### src/hw/rtl/shp_pkg.sv
package shp_pkg;

  localparam longint SHP_MAX_MSG_BYTES = 65536;
  localparam logic [15:0] SHP_OFFS_TOP = (SHP_MAX_MSG_BYTES - 1 > 65535) ? 16'hFFFF :
                                         16'(SHP_MAX_MSG_BYTES - 1);

  // result buffer depth, room for the two results of one item on top of two already held
  localparam int SHP_RES_DEPTH = 4;

  localparam logic [7:0] CH_CR     = 8'h0D;
  localparam logic [7:0] CH_LF     = 8'h0A;
  localparam logic [7:0] CH_LT     = 8'h3C;
  localparam logic [7:0] CH_GT     = 8'h3E;
  localparam logic [7:0] CH_COLON  = 8'h3A;
  localparam logic [7:0] CH_COMMA  = 8'h2C;
  localparam logic [7:0] CH_SP     = 8'h20;
  localparam logic [7:0] CH_TAB    = 8'h09;
  localparam logic [7:0] CH_DQUOTE = 8'h22;
  localparam logic [7:0] CH_BSLASH = 8'h5C;

  typedef enum logic [4:0] {
    ST_NEWMSG        = 5'd0,
    ST_NEWMSGCRLF    = 5'd1,
    ST_STARTLINE     = 5'd2,
    ST_STARTLINECRLF = 5'd3,
    ST_BUILDHDR      = 5'd4,
    ST_EWSPOSTHDR    = 5'd5,
    ST_EWSPOSTCOLON  = 5'd6,
    ST_BUILDDATA     = 5'd7,
    ST_BUILDDATACRLF = 5'd8,
    ST_CHECKCONT     = 5'd9,
    ST_CHECKENDHDR   = 5'd10,
    ST_INQ           = 5'd11,
    ST_INQESC        = 5'd12,
    ST_INANG         = 5'd13,
    ST_INANGQ        = 5'd14,
    ST_INANGQESC     = 5'd15,
    ST_DONE          = 5'd16
  } shp_state_t;

  typedef enum logic [2:0] {
    EV_NONE    = 3'd0,
    EV_FLINE   = 3'd1,
    EV_NAME    = 3'd2,
    EV_VALUE   = 3'd3,
    EV_END     = 3'd4,
    EV_BAD     = 3'd5,
    EV_IGNORED = 3'd6
  } shp_event_t;

  typedef struct packed {
    shp_event_t  event_res;
    logic [15:0] span_begin;
    logic [15:0] span_end;
    logic [15:0] name_begin;
    logic [15:0] name_end;
    logic        last;
  } res_t;

  function automatic logic [15:0] shp_offs_inc(logic [15:0] p);
    return (p >= SHP_OFFS_TOP) ? SHP_OFFS_TOP : p + 16'd1;
  endfunction

endpackage

### src/hw/rtl/shp_in_if.sv
interface shp_in_if;
  logic       valid;
  logic       ready;
  logic [7:0] data_byte;
  logic       start_msg;
  logic       header_is_list;

  modport source (output valid, data_byte, start_msg, header_is_list, input ready);
  modport sink (input valid, data_byte, start_msg, header_is_list, output ready);
endinterface

### src/hw/rtl/shp_out_if.sv
interface shp_out_if;
  logic        valid;
  logic        ready;
  logic [2:0]  event_res;
  logic [15:0] span_begin;
  logic [15:0] span_end;
  logic [15:0] name_begin;
  logic [15:0] name_end;
  logic        last;

  modport source (output valid, event_res, span_begin, span_end, name_begin, name_end, last,
                  input ready);
  modport sink (input valid, event_res, span_begin, span_end, name_begin, name_end, last,
                output ready);
endinterface

### src/hw/rtl/sip_header_preparser.sv
// an item's results enter the result buffer when it is accepted and queue behind held ones
// one item per cycle via table and offset update while the buffer holds at most two results
// an item that ends a value and starts a header with its colon gives two results,
// which leave one after the other; the 4-entry result buffer absorbs them
// reset (rst_n low, synchronous): new-message state, offsets zero, result buffer empty
module sip_header_preparser
  import shp_pkg::*;
(
  input logic       clk,
  input logic       rst_n,
  shp_in_if.sink    in_ch,
  shp_out_if.source out_ch
);

  localparam int PTR_W = $clog2(SHP_RES_DEPTH);
  localparam int CNT_W = $clog2(SHP_RES_DEPTH + 1);

  typedef struct packed {
    shp_state_t  st;
    logic        comma;
    logic [15:0] ab;
    logic [15:0] ae;
    logic [15:0] nb;
    logic [15:0] ne;
    logic        fin;
  } ctx_t;

  typedef struct packed {
    shp_state_t nxt;
    logic       add;
    logic       back;
    logic       fline;
    logic       clr;
    logic       hdr;
    logic       data;
    logic       bad;
    logic       done;
  } trans_t;

  typedef struct packed {
    ctx_t cx;
    logic has;
    res_t res;
    logic back;
  } run_t;

  function automatic trans_t trans_lookup(shp_state_t st, logic comma, logic [7:0] c);
    trans_t t;
    logic   lws;
    t   = '0;
    lws = (c == CH_SP) || (c == CH_TAB);
    case (st)
      ST_NEWMSG: begin
        if (c == CH_CR) t.nxt = ST_NEWMSGCRLF;
        else begin
          t.add = 1'b1;
          t.nxt = ST_STARTLINE;
        end
      end
      ST_NEWMSGCRLF: begin
        if (c == CH_LF) t.nxt = ST_NEWMSG;
        else begin
          t.bad = 1'b1;
          t.nxt = ST_DONE;
        end
      end
      ST_STARTLINE: begin
        if (c == CH_CR) t.nxt = ST_STARTLINECRLF;
        else begin
          t.add = 1'b1;
          t.nxt = ST_STARTLINE;
        end
      end
      ST_STARTLINECRLF: begin
        if (c == CH_LF) begin
          t.clr   = 1'b1;
          t.fline = 1'b1;
          t.nxt   = ST_BUILDHDR;
        end else begin
          t.bad = 1'b1;
          t.nxt = ST_DONE;
        end
      end
      ST_BUILDHDR: begin
        if (lws) t.nxt = ST_EWSPOSTHDR;
        else if (c == CH_COLON) begin
          t.hdr = 1'b1;
          t.clr = 1'b1;
          t.nxt = ST_EWSPOSTCOLON;
        end else begin
          t.add = 1'b1;
          t.nxt = ST_BUILDHDR;
        end
      end
      ST_EWSPOSTHDR: begin
        if (lws) t.nxt = ST_EWSPOSTHDR;
        else if (c == CH_COLON) begin
          t.hdr = 1'b1;
          t.clr = 1'b1;
          t.nxt = ST_EWSPOSTCOLON;
        end else begin
          t.bad = 1'b1;
          t.nxt = ST_DONE;
        end
      end
      ST_EWSPOSTCOLON: begin
        if (lws) begin
          t.clr = 1'b1;
          t.nxt = ST_EWSPOSTCOLON;
        end else begin
          t.add = 1'b1;
          t.nxt = ST_BUILDDATA;
        end
      end
      ST_BUILDDATA: begin
        t.add = 1'b1;
        t.nxt = ST_BUILDDATA;
        if (c == CH_CR) begin
          t.add = 1'b0;
          t.nxt = ST_BUILDDATACRLF;
        end else if (comma && c == CH_LT) t.nxt = ST_INANG;
        else if (comma && c == CH_DQUOTE) t.nxt = ST_INQ;
        else if (comma && c == CH_COMMA) begin
          t.add  = 1'b0;
          t.data = 1'b1;
          t.clr  = 1'b1;
          t.nxt  = ST_EWSPOSTCOLON;
        end
      end
      ST_BUILDDATACRLF: begin
        if (c == CH_LF) t.nxt = ST_CHECKCONT;
        else begin
          t.bad = 1'b1;
          t.nxt = ST_DONE;
        end
      end
      ST_CHECKCONT: begin
        if (lws) begin
          t.add = 1'b1;
          t.nxt = ST_BUILDDATA;
        end else if (c == CH_CR) begin
          t.data = 1'b1;
          t.clr  = 1'b1;
          t.nxt  = ST_CHECKENDHDR;
        end else begin
          // value ends, this byte opens the next header name
          t.data = 1'b1;
          t.clr  = 1'b1;
          t.back = 1'b1;
          t.nxt  = ST_BUILDHDR;
        end
      end
      ST_CHECKENDHDR: begin
        t.nxt = ST_DONE;
        if (c == CH_LF) t.done = 1'b1;
        else t.bad = 1'b1;
      end
      ST_INANG: begin
        t.add = 1'b1;
        if (c == CH_GT) t.nxt = ST_BUILDDATA;
        else if (c == CH_DQUOTE) t.nxt = ST_INANGQ;
        else t.nxt = ST_INANG;
      end
      ST_INANGQ: begin
        t.add = 1'b1;
        if (c == CH_DQUOTE) t.nxt = ST_INANG;
        else if (c == CH_BSLASH) t.nxt = ST_INANGQESC;
        else t.nxt = ST_INANGQ;
      end
      ST_INANGQESC: begin
        t.add = 1'b1;
        t.nxt = ST_INANGQ;
      end
      ST_INQ: begin
        t.add = 1'b1;
        if (c == CH_DQUOTE) t.nxt = ST_BUILDDATA;
        else if (c == CH_BSLASH) t.nxt = ST_INQESC;
        else t.nxt = ST_INQ;
      end
      ST_INQESC: begin
        t.add = 1'b1;
        t.nxt = ST_INQ;
      end
      default: t.nxt = ST_NEWMSG;
    endcase
    return t;
  endfunction

  function automatic run_t run_edge(ctx_t cx, logic [7:0] c, logic [15:0] p);
    run_t   r;
    trans_t t;
    t      = trans_lookup(cx.st, cx.comma, c);
    r.cx   = cx;
    r.has  = 1'b0;
    r.res  = '0;
    r.back = t.back;
    if (t.add) r.cx.ae = p;
    if (t.hdr) begin
      r.cx.nb              = r.cx.ab;
      r.cx.ne              = r.cx.ae;
      r.has                = 1'b1;
      r.res.event_res      = EV_NAME;
      r.res.span_begin     = r.cx.ab;
      r.res.span_end       = r.cx.ae;
    end else if (t.data) begin
      r.has                = 1'b1;
      r.res.event_res      = EV_VALUE;
      r.res.span_begin     = r.cx.ab;
      r.res.span_end       = r.cx.ae;
      r.res.name_begin     = r.cx.nb;
      r.res.name_end       = r.cx.ne;
    end else if (t.fline) begin
      r.has                = 1'b1;
      r.res.event_res      = EV_FLINE;
      r.res.span_begin     = r.cx.ab;
      r.res.span_end       = r.cx.ae;
    end else if (t.bad) begin
      r.cx.fin             = 1'b1;
      r.has                = 1'b1;
      r.res.event_res      = EV_BAD;
      r.res.span_begin     = p;
      r.res.span_end       = p;
    end else if (t.done) begin
      r.cx.fin             = 1'b1;
      r.has                = 1'b1;
      r.res.event_res      = EV_END;
      r.res.span_begin     = r.cx.ab;
      r.res.span_end       = r.cx.ae;
    end
    r.cx.st = t.nxt;
    if (t.clr) begin
      r.cx.ab = t.back ? p : shp_offs_inc(p);
      r.cx.ae = r.cx.ab;
    end
    return r;
  endfunction

  ctx_t              ctx_r, ctx_nxt;
  logic [15:0]       offs_r, offs_nxt;
  res_t              fifo_r [SHP_RES_DEPTH];
  logic [PTR_W-1:0]  wr_ptr_r, wr_ptr_nxt, wr_ptr_inc;
  logic [PTR_W-1:0]  rd_ptr_r, rd_ptr_nxt;
  logic [CNT_W-1:0]  cnt_r, cnt_nxt;

  logic        in_fire, out_fire;
  ctx_t        cx0, cxa, cxb;
  logic [15:0] p;
  run_t        r1, r2;
  logic        two;
  res_t        res_a, res_b;
  logic [1:0]  push_n;

  assign in_fire  = in_ch.valid && in_ch.ready;
  assign out_fire = out_ch.valid && out_ch.ready;
  assign in_ch.ready = (cnt_r <= CNT_W'(SHP_RES_DEPTH - 2));

  // one byte through the table, plus the look-back pass from the header-name state
  always_comb begin
    if (in_ch.start_msg) begin
      cx0 = '0;
      p   = '0;
    end else begin
      cx0 = ctx_r;
      p   = offs_r;
    end
    cxa = cx0;
    if ((cx0.st == ST_BUILDHDR || cx0.st == ST_EWSPOSTHDR) && in_ch.data_byte == CH_COLON)
      cxa.comma = in_ch.header_is_list;
    r1  = run_edge(cxa, in_ch.data_byte, p);
    cxb = r1.cx;
    if (cxb.st == ST_BUILDHDR && in_ch.data_byte == CH_COLON)
      cxb.comma = in_ch.header_is_list;
    r2  = run_edge(cxb, in_ch.data_byte, p);
    two = r1.back && !r1.cx.fin;
  end

  // next state
  always_comb begin
    ctx_nxt  = ctx_r;
    offs_nxt = offs_r;
    if (in_fire) begin
      if (cx0.fin) ctx_nxt = cx0;
      else begin
        ctx_nxt  = two ? r2.cx : r1.cx;
        offs_nxt = shp_offs_inc(p);
      end
    end
  end

  // results of this item
  always_comb begin
    res_a  = '0;
    res_b  = '0;
    push_n = 2'd1;
    if (cx0.fin) begin
      res_a.event_res = EV_IGNORED;
      res_a.last      = 1'b1;
    end else if (r1.has && two && r2.has) begin
      res_a      = r1.res;
      res_b      = r2.res;
      res_b.last = 1'b1;
      push_n     = 2'd2;
    end else if (r1.has) begin
      res_a      = r1.res;
      res_a.last = 1'b1;
    end else if (two && r2.has) begin
      res_a      = r2.res;
      res_a.last = 1'b1;
    end else begin
      res_a.event_res = EV_NONE;
      res_a.last      = 1'b1;
    end
  end

  assign wr_ptr_inc = wr_ptr_r + PTR_W'(1);

  always_comb begin
    wr_ptr_nxt = wr_ptr_r;
    rd_ptr_nxt = rd_ptr_r;
    cnt_nxt    = cnt_r;
    if (in_fire) begin
      wr_ptr_nxt = wr_ptr_r + PTR_W'(push_n);
      cnt_nxt    = cnt_nxt + CNT_W'(push_n);
    end
    if (out_fire) begin
      rd_ptr_nxt = rd_ptr_r + PTR_W'(1);
      cnt_nxt    = cnt_nxt - CNT_W'(1);
    end
  end

  always_ff @(posedge clk) begin
    if (!rst_n) begin
      ctx_r    <= '0;
      offs_r   <= '0;
      wr_ptr_r <= '0;
      rd_ptr_r <= '0;
      cnt_r    <= '0;
    end else begin
      ctx_r    <= ctx_nxt;
      offs_r   <= offs_nxt;
      wr_ptr_r <= wr_ptr_nxt;
      rd_ptr_r <= rd_ptr_nxt;
      cnt_r    <= cnt_nxt;
    end
  end

  always_ff @(posedge clk) begin
    if (in_fire) begin
      fifo_r[wr_ptr_r] <= res_a;
      if (push_n == 2'd2) fifo_r[wr_ptr_inc] <= res_b;
    end
  end

  assign out_ch.valid      = (cnt_r != '0);
  assign out_ch.event_res  = fifo_r[rd_ptr_r].event_res;
  assign out_ch.span_begin = fifo_r[rd_ptr_r].span_begin;
  assign out_ch.span_end   = fifo_r[rd_ptr_r].span_end;
  assign out_ch.name_begin = fifo_r[rd_ptr_r].name_begin;
  assign out_ch.name_end   = fifo_r[rd_ptr_r].name_end;
  assign out_ch.last       = fifo_r[rd_ptr_r].last;

endmodule

### src/flat_wrapper.sv
// flat-port wrapper written by rule: the top's interface ports become plain ports
module sip_header_preparser_flat import shp_pkg::*;
  (clk, rst_n, in_ch_valid, in_ch_data_byte, in_ch_start_msg, in_ch_header_is_list, in_ch_ready, out_ch_valid, out_ch_event_res, out_ch_span_begin, out_ch_span_end, out_ch_name_begin, out_ch_name_end, out_ch_last, out_ch_ready);
  shp_in_if in_ch_i ();
  shp_out_if out_ch_i ();
  input logic clk;
  input logic rst_n;
  input wire logic [$bits(in_ch_i.valid)-1:0] in_ch_valid;
  input wire logic [$bits(in_ch_i.data_byte)-1:0] in_ch_data_byte;
  input wire logic [$bits(in_ch_i.start_msg)-1:0] in_ch_start_msg;
  input wire logic [$bits(in_ch_i.header_is_list)-1:0] in_ch_header_is_list;
  output wire logic [$bits(in_ch_i.ready)-1:0] in_ch_ready;
  output wire logic [$bits(out_ch_i.valid)-1:0] out_ch_valid;
  output wire logic [$bits(out_ch_i.event_res)-1:0] out_ch_event_res;
  output wire logic [$bits(out_ch_i.span_begin)-1:0] out_ch_span_begin;
  output wire logic [$bits(out_ch_i.span_end)-1:0] out_ch_span_end;
  output wire logic [$bits(out_ch_i.name_begin)-1:0] out_ch_name_begin;
  output wire logic [$bits(out_ch_i.name_end)-1:0] out_ch_name_end;
  output wire logic [$bits(out_ch_i.last)-1:0] out_ch_last;
  input wire logic [$bits(out_ch_i.ready)-1:0] out_ch_ready;
  assign in_ch_i.valid = in_ch_valid;
  assign in_ch_i.data_byte = in_ch_data_byte;
  assign in_ch_i.start_msg = in_ch_start_msg;
  assign in_ch_i.header_is_list = in_ch_header_is_list;
  assign in_ch_ready = in_ch_i.ready;
  assign out_ch_valid = out_ch_i.valid;
  assign out_ch_event_res = out_ch_i.event_res;
  assign out_ch_span_begin = out_ch_i.span_begin;
  assign out_ch_span_end = out_ch_i.span_end;
  assign out_ch_name_begin = out_ch_i.name_begin;
  assign out_ch_name_end = out_ch_i.name_end;
  assign out_ch_last = out_ch_i.last;
  assign out_ch_i.ready = out_ch_ready;
  sip_header_preparser u_core (.clk(clk), .rst_n(rst_n), .in_ch(in_ch_i), .out_ch(out_ch_i));
endmodule
### config.mk
export PLATFORM = sky130hd
export DESIGN_NAME = sip_header_preparser_flat
export DESIGN_NICKNAME = d
export VERILOG_FILES = /design/src/hw/rtl/shp_pkg.sv /design/src/hw/rtl/shp_in_if.sv /design/src/hw/rtl/shp_out_if.sv /design/src/hw/rtl/sip_header_preparser.sv /design/src/flat_wrapper.sv
export SDC_FILE = /design/constraint.sdc
export NUM_CORES = 1
export LEC_CHECK = 0
export BUFFER_PORTS_ARGS = -buffer_cell sky130_fd_sc_hd__buf_2
export CORE_MARGIN = 3
export CORE_UTILIZATION = 30
export CTS_CLUSTER_SIZE = 8
export DETAILED_ROUTE_END_ITERATION = 16
export PLACE_DENSITY = 0.52
export REMOVE_ABC_BUFFERS = 1
export SKIP_CTS_REPAIR_TIMING = 1
export SLEW_MARGIN = 10
export SYNTH_ARGS = -nofsm -noshare
export SYNTH_HDL_FRONTEND = slang
export SYNTH_SLANG_ARGS = --single-unit
### constraint.sdc
create_clock -name clk -period 9.7 [get_ports clk]
set_input_delay 0.485 -clock clk [delete_from_list [all_inputs] [get_ports clk]]
set_output_delay 0.485 -clock clk [all_outputs]
set_load 0.01 [all_outputs]
# [Word level (Yosys, flattened, before mapping)]
# Memory sizes are Yosys's and may differ from the RTL's. A register that Yosys moved wholly into a read port is not among the register bits.
# Index checks and enable logic that the tools add are counted.
[totals] register_bits=94 ram_bits=272 in_bits=14 out_inout_bits=70 wordCells=213 mem_count=1
[op_classes] addsub=6 magnitude_cmp=2 n_eq_ne=41 muxes=122 bitwise=1 reduce_logical=29
[memory_table] memory="u_core.fifo_r" words=4 word_bits=68 rd=1 rd_ports_with_merged_regs=1 write_ports=2 line="sip_header_preparser.sv:240" text="res_t fifo_r [SHP_RES_DEPTH];"
[op_table] op="$mux W68" count=4
[op_table] op="$mux W32" count=8
[op_table] op="$mux W36" count=6
[op_table] op="$mux W71" count=3
[op_table] op="$pmux W5 S16" count=2
[op_table] op="$mux W37" count=4
[op_table] op="$mux W64" count=2
[op_table] op="$mux W16" count=6
[op_table] op="$eq A5 B4 Y1 const B" count=16
[op_table] op="$mux W5" count=10
[op_table] op="$eq A8 B6 Y1 const B" count=6
[op_table] op="$mux W1" count=45
[op_table] op="$eq A5 B3 Y1 const B" count=8
[op_table] op="$mux W2" count=13
[op_table] op="$eq A8 B4 Y1 const B" count=3
[op_table] op="$eq A5 B2 Y1 const B" count=4
[op_table] op="$add A16 B1 Y16 const B" count=1
[op_table] op="$ge A16 B16 Y1 const B" count=1
[op_table] op="$mux W4" count=4
[op_table] op="$mux W3" count=5
[op_table] op="$logic_and A1 B1 Y1" count=14
[op_table] op="$mux W6" count=2
[op_table] op="$pmux W1 S6" count=2
[op_table] op="$eq A5 B1 Y1 const B" count=2
[op_table] op="other kinds (18)" count=30

# [Depth between registers and ports, before layout]
[logic_depth] ltp_word=33 ltp_mapped=22 depth_no_buf=18

# [Worst setup path after synthesis]
# No wires, ideal clock.
[synth_path] path_kind="input-to-reg" from="input in_ch_data_byte[2]" to="memory u_core.fifo_r[0][0] (netlist bit), enable pin" setup_time_ns=0.516 t_arrival_ns=6.715 required_ns=9.184 setup_slack_ns=2.468 stages=13 n_path_buf=3 path_cell_list="or4b_2 -> or4_1 -> buf_2 -> mux2_4 -> a21oi_1 -> nor4_1 -> buf_2 -> a2bb2oi_1 -> o21a_1 -> buf_6 -> a21oi_1 -> nand3_1 -> a21oi_1"
[synth_rtl] element="start, declared" line="flat_wrapper.sv:9" text="input wire logic [$bits(in_ch_i.data_byte)-1:0] in_ch_data_byte;"
[synth_rtl] element="end, declared" line="sip_header_preparser.sv:240"

==> out/qor.csv <==
stage,metric,value,unit
outcome,status,finished clean,
clock_tree,cts.path.max_buffers,3,
finish,layout_commonest_cell,nand2_1,
yosys,synthFlopType,edfxtp_1,
detailed_routing,wl_per_cell,23.50,µm
placement,numPortBuffers,83,
yosys,postSynthCellCount,1916,
die,num_io_pins,84,
detailed_routing,post_drt_via_cell_ratio,5.616,
clock_tree,clock_latency,0.57,ns
die,dieArea,67770,µm²
yosys,synthArstFlopShare,0,
worst_setup_path,path_max_fanout,50,
job,drv_cap,0,
detailed_routing,drtPass1Iterations,6,
yosys,synth_edf_count,272,
detailed_routing,drc,0,
sta,rsz0062_at_grt,false,
yosys,netlist_area,19400,µm²
yosys,synth_compound_area_frac,0.1656,
sta,period_share,0.6369,
worst_setup_path,startpoint_type,register,
min_path,hold_depth,4,
worst_setup_path,worstSetupEndpointType,register,
clock_tree,cts_tree,yes,
yosys,synthAdderAreaFrac,0.003611,
die,coreArea,63540,µm²
power_and_ir_drop,cellPowerDensity,243.4,nW/µm²
detailed_routing,routed_wl,66190,µm
finish,layout_common_cells,"nand2_1, edfxtp_1, nor2_1",
yosys,ys_types,85,
sta,hold_viol,0,
clock_tree,clockRootBuffer,clkbuf_16,
global_route,grt_pass1_wl,99660,µm
sta,slew_violations,0,
die,die_h,260.3,µm
min_path,hp-class,input port to register,
finish,fillers,6458,
sta,setup_tns,0,ns
sta,min_period,6.178,ns
finish,layout-drive-gt1-share,0.1527,
clock_tree,clk_pin_slew_worst_paths,0.06,ns
die,row_count,92,
power_and_ir_drop,ir_worst_vdd,128.9,µV
yosys,postSynthAreaPerCell,10.13,µm²
placement,dp.final_hpwl,42100,µm
clock_tree,numClockSinks,368,
power_and_ir_drop,p_leak,0.007523,µW
yosys,synth_top_family_by_area,simple AND/OR/NAND/NOR gates,
sta,setup_viol,0,
sta,fin_worst_skew,0.02047,ns
clock_tree,htree_levels,2,
yosys,synth-simple-area-share,0.1703,
global_route,antenna_found_initial,0,
yosys,seq_area_frac_synth,0.5200,
detailed_routing,drt_iter0_drc,1372,
sta,fmax,0.1619,GHz
finish,diodes,0,
global_route,grt_overflow,0,
yosys,synth_xor_area_frac,0.004965,
yosys,ys_seq_elements,368,
global_route,grtUsageTotal,0.1918,
die,start_util,0.3054,
worst_setup_path,r2r_cells,11,
finish,fin_nets,1947,
sta,slew_headroom,0.2300,
detailed_routing,vias,15820,
finish,area_growth,13.68,%
detailed_routing,postRouteAntennaNets,0,
sta,hold_slack,0.3000,ns
global_route,grt_max_degree,75,
yosys,synthMuxAreaShare,0.09814,
worst_setup_path,worstPathArrival,6.40,ns
clock_tree,cts_made_buffers,51,
yosys,synth_warnings,0,
global_route,grt_pass1_vias,15810,
sta,tightestPinTransition,1.145,ns
worst_setup_path,criticalPathCategory,register to register,
worst_setup_path,required,9.92,ns
die,die_w,260.3,µm
placement,gp_congestion,0.8885,
## final timing paths
check	from	end	slack [ns]
setup / recovery	u_core.ctx_r[68]	u_core.fifo_r[0][5]	3.52
hold reg to reg	u_core.ctx_r[3]	u_core.ctx_r[3]	0.49
hold / removal	out_ch_ready	u_core.cnt_r[0]	0.30
setup reg to reg	u_core.ctx_r[68]	u_core.fifo_r[0][5]	3.52
## kinds of logic (layout without fill, tap and decap cells)
kind of cell,Yosys count,after routing
muxes,104,104
buffers and inverters,173,228
AOI/OAI and AO/OA,515,515
and+or+nand+nor,740,740
DFF,368,368
adders and majority gates,5,5
xor gates and xnor gates,11,11
## through the flow
stage / area (µm²) / instances / total power, µW / utilization / setup slack [ns]
2_1_floorplan: 18720 / 1753 / 3130 / - / 0.9115
3_3_place_gp: 20600 / 2721 / 3739 / 0.3242 / 3.530
3_5_place_dp: 20600 / 2721 / 3748 / 0.3242 / 3.475
4_1_cts: 22060 / 2817 / 5422 / 0.3471 / 3.616
5_1_grt: 22060 / 2817 / 5624 / 0.3471 / 3.208
6_report: 22060 / 2817 / 5368 / 0.3471 / 3.522
## flip-flops by register name (all words and copies together), names as in the netlist, named ones only
| register | cells |
|---|---|
| u_core.cnt_r | 3 |
| u_core.ctx_r | 71 |
| u_core.fifo_r | 272 |
| u_core.offs_r | 16 |
| u_core.rd_ptr_r | 2 |
| u_core.wr_ptr_r | 2 |
## cell usage after synthesis (11+ instances only)
master | n | area (µm²)
mux2i_1 | 29 | 290.3
nand2_1 | 282 | 1059
nor3_1 | 33 | 165.2
nor2b_1 | 18 | 112.6
nor4_1 | 12 | 75.07
nor2_1 | 249 | 934.7
edfxtp_1 | 272 | 8168
a211oi_1 | 27 | 202.7
o21ai_0 | 205 | 1026
dfxtp_1 | 96 | 1922
nand2b_1 | 12 | 75.07
mux4_2 | 68 | 1531
a31oi_1 | 29 | 181.4
a22oi_1 | 16 | 120.1
buf_2 | 28 | 140.1
clkbuf_1 | 122 | 457.9
o22ai_1 | 19 | 118.9
a21oi_1 | 98 | 490.5
o211ai_1 | 11 | 82.58
o2bb2ai_1 | 11 | 96.34
a21o_1 | 21 | 157.7
or2_2 | 13 | 81.33
nand3_1 | 44 | 220.2
## layout make-up
type | instances | area (µm²) | area share
Clock buffer | 93 | 1434 | 0.06501
Inverter | 10 | 37.54 | 0.001702
Multi-Input combinational cell | 1375 | 8671 | 0.3931
Sequential cell | 368 | 10100 | 0.4578
Timing Repair Buffer | 122 | 733.2 | 0.03324
Tap cell | 846 | 1059 | 0.04799
Clock inverter | 3 | 26.28 | 0.001191
## where the power goes
| group | leakage, µW | internal, µW | total, µW | switching [µW] |
|---|---|---|---|---|
| combinational | 0.00346 | 613 | 1530 | 918 |
| clock | 0.000692 | 986 | 1660 | 677 |
| sequential | 0.00337 | 1970 | 2170 | 202 |
| total | 0.00752 | 3570 | 5370 | 1800 |
## critical path: stages, from the launching register on
cell and delay (ns):
dfxtp_1 0.59, or4b_4 0.54, or4_2 0.65, buf_4 0.34, mux2_4 0.41, a211oi_4 0.40
o21ai_2 0.19, o21a_1 0.50, a21oi_1 0.74, nand3_1 0.23, a21oi_4 0.76, buf_12 0.39
## metal layers
metal / vias up / share of wire / track usage
li1: 7162 / - / -
met1: 7907 / 0.42 / 0.2518
met2: 620 / 0.48 / 0.3230
met3: 132 / 0.063 / 0.02756
met4: 0 / 0.037 / 0.06891
met5: - / 0 / 0
Power figures use the tool's default switching activity.
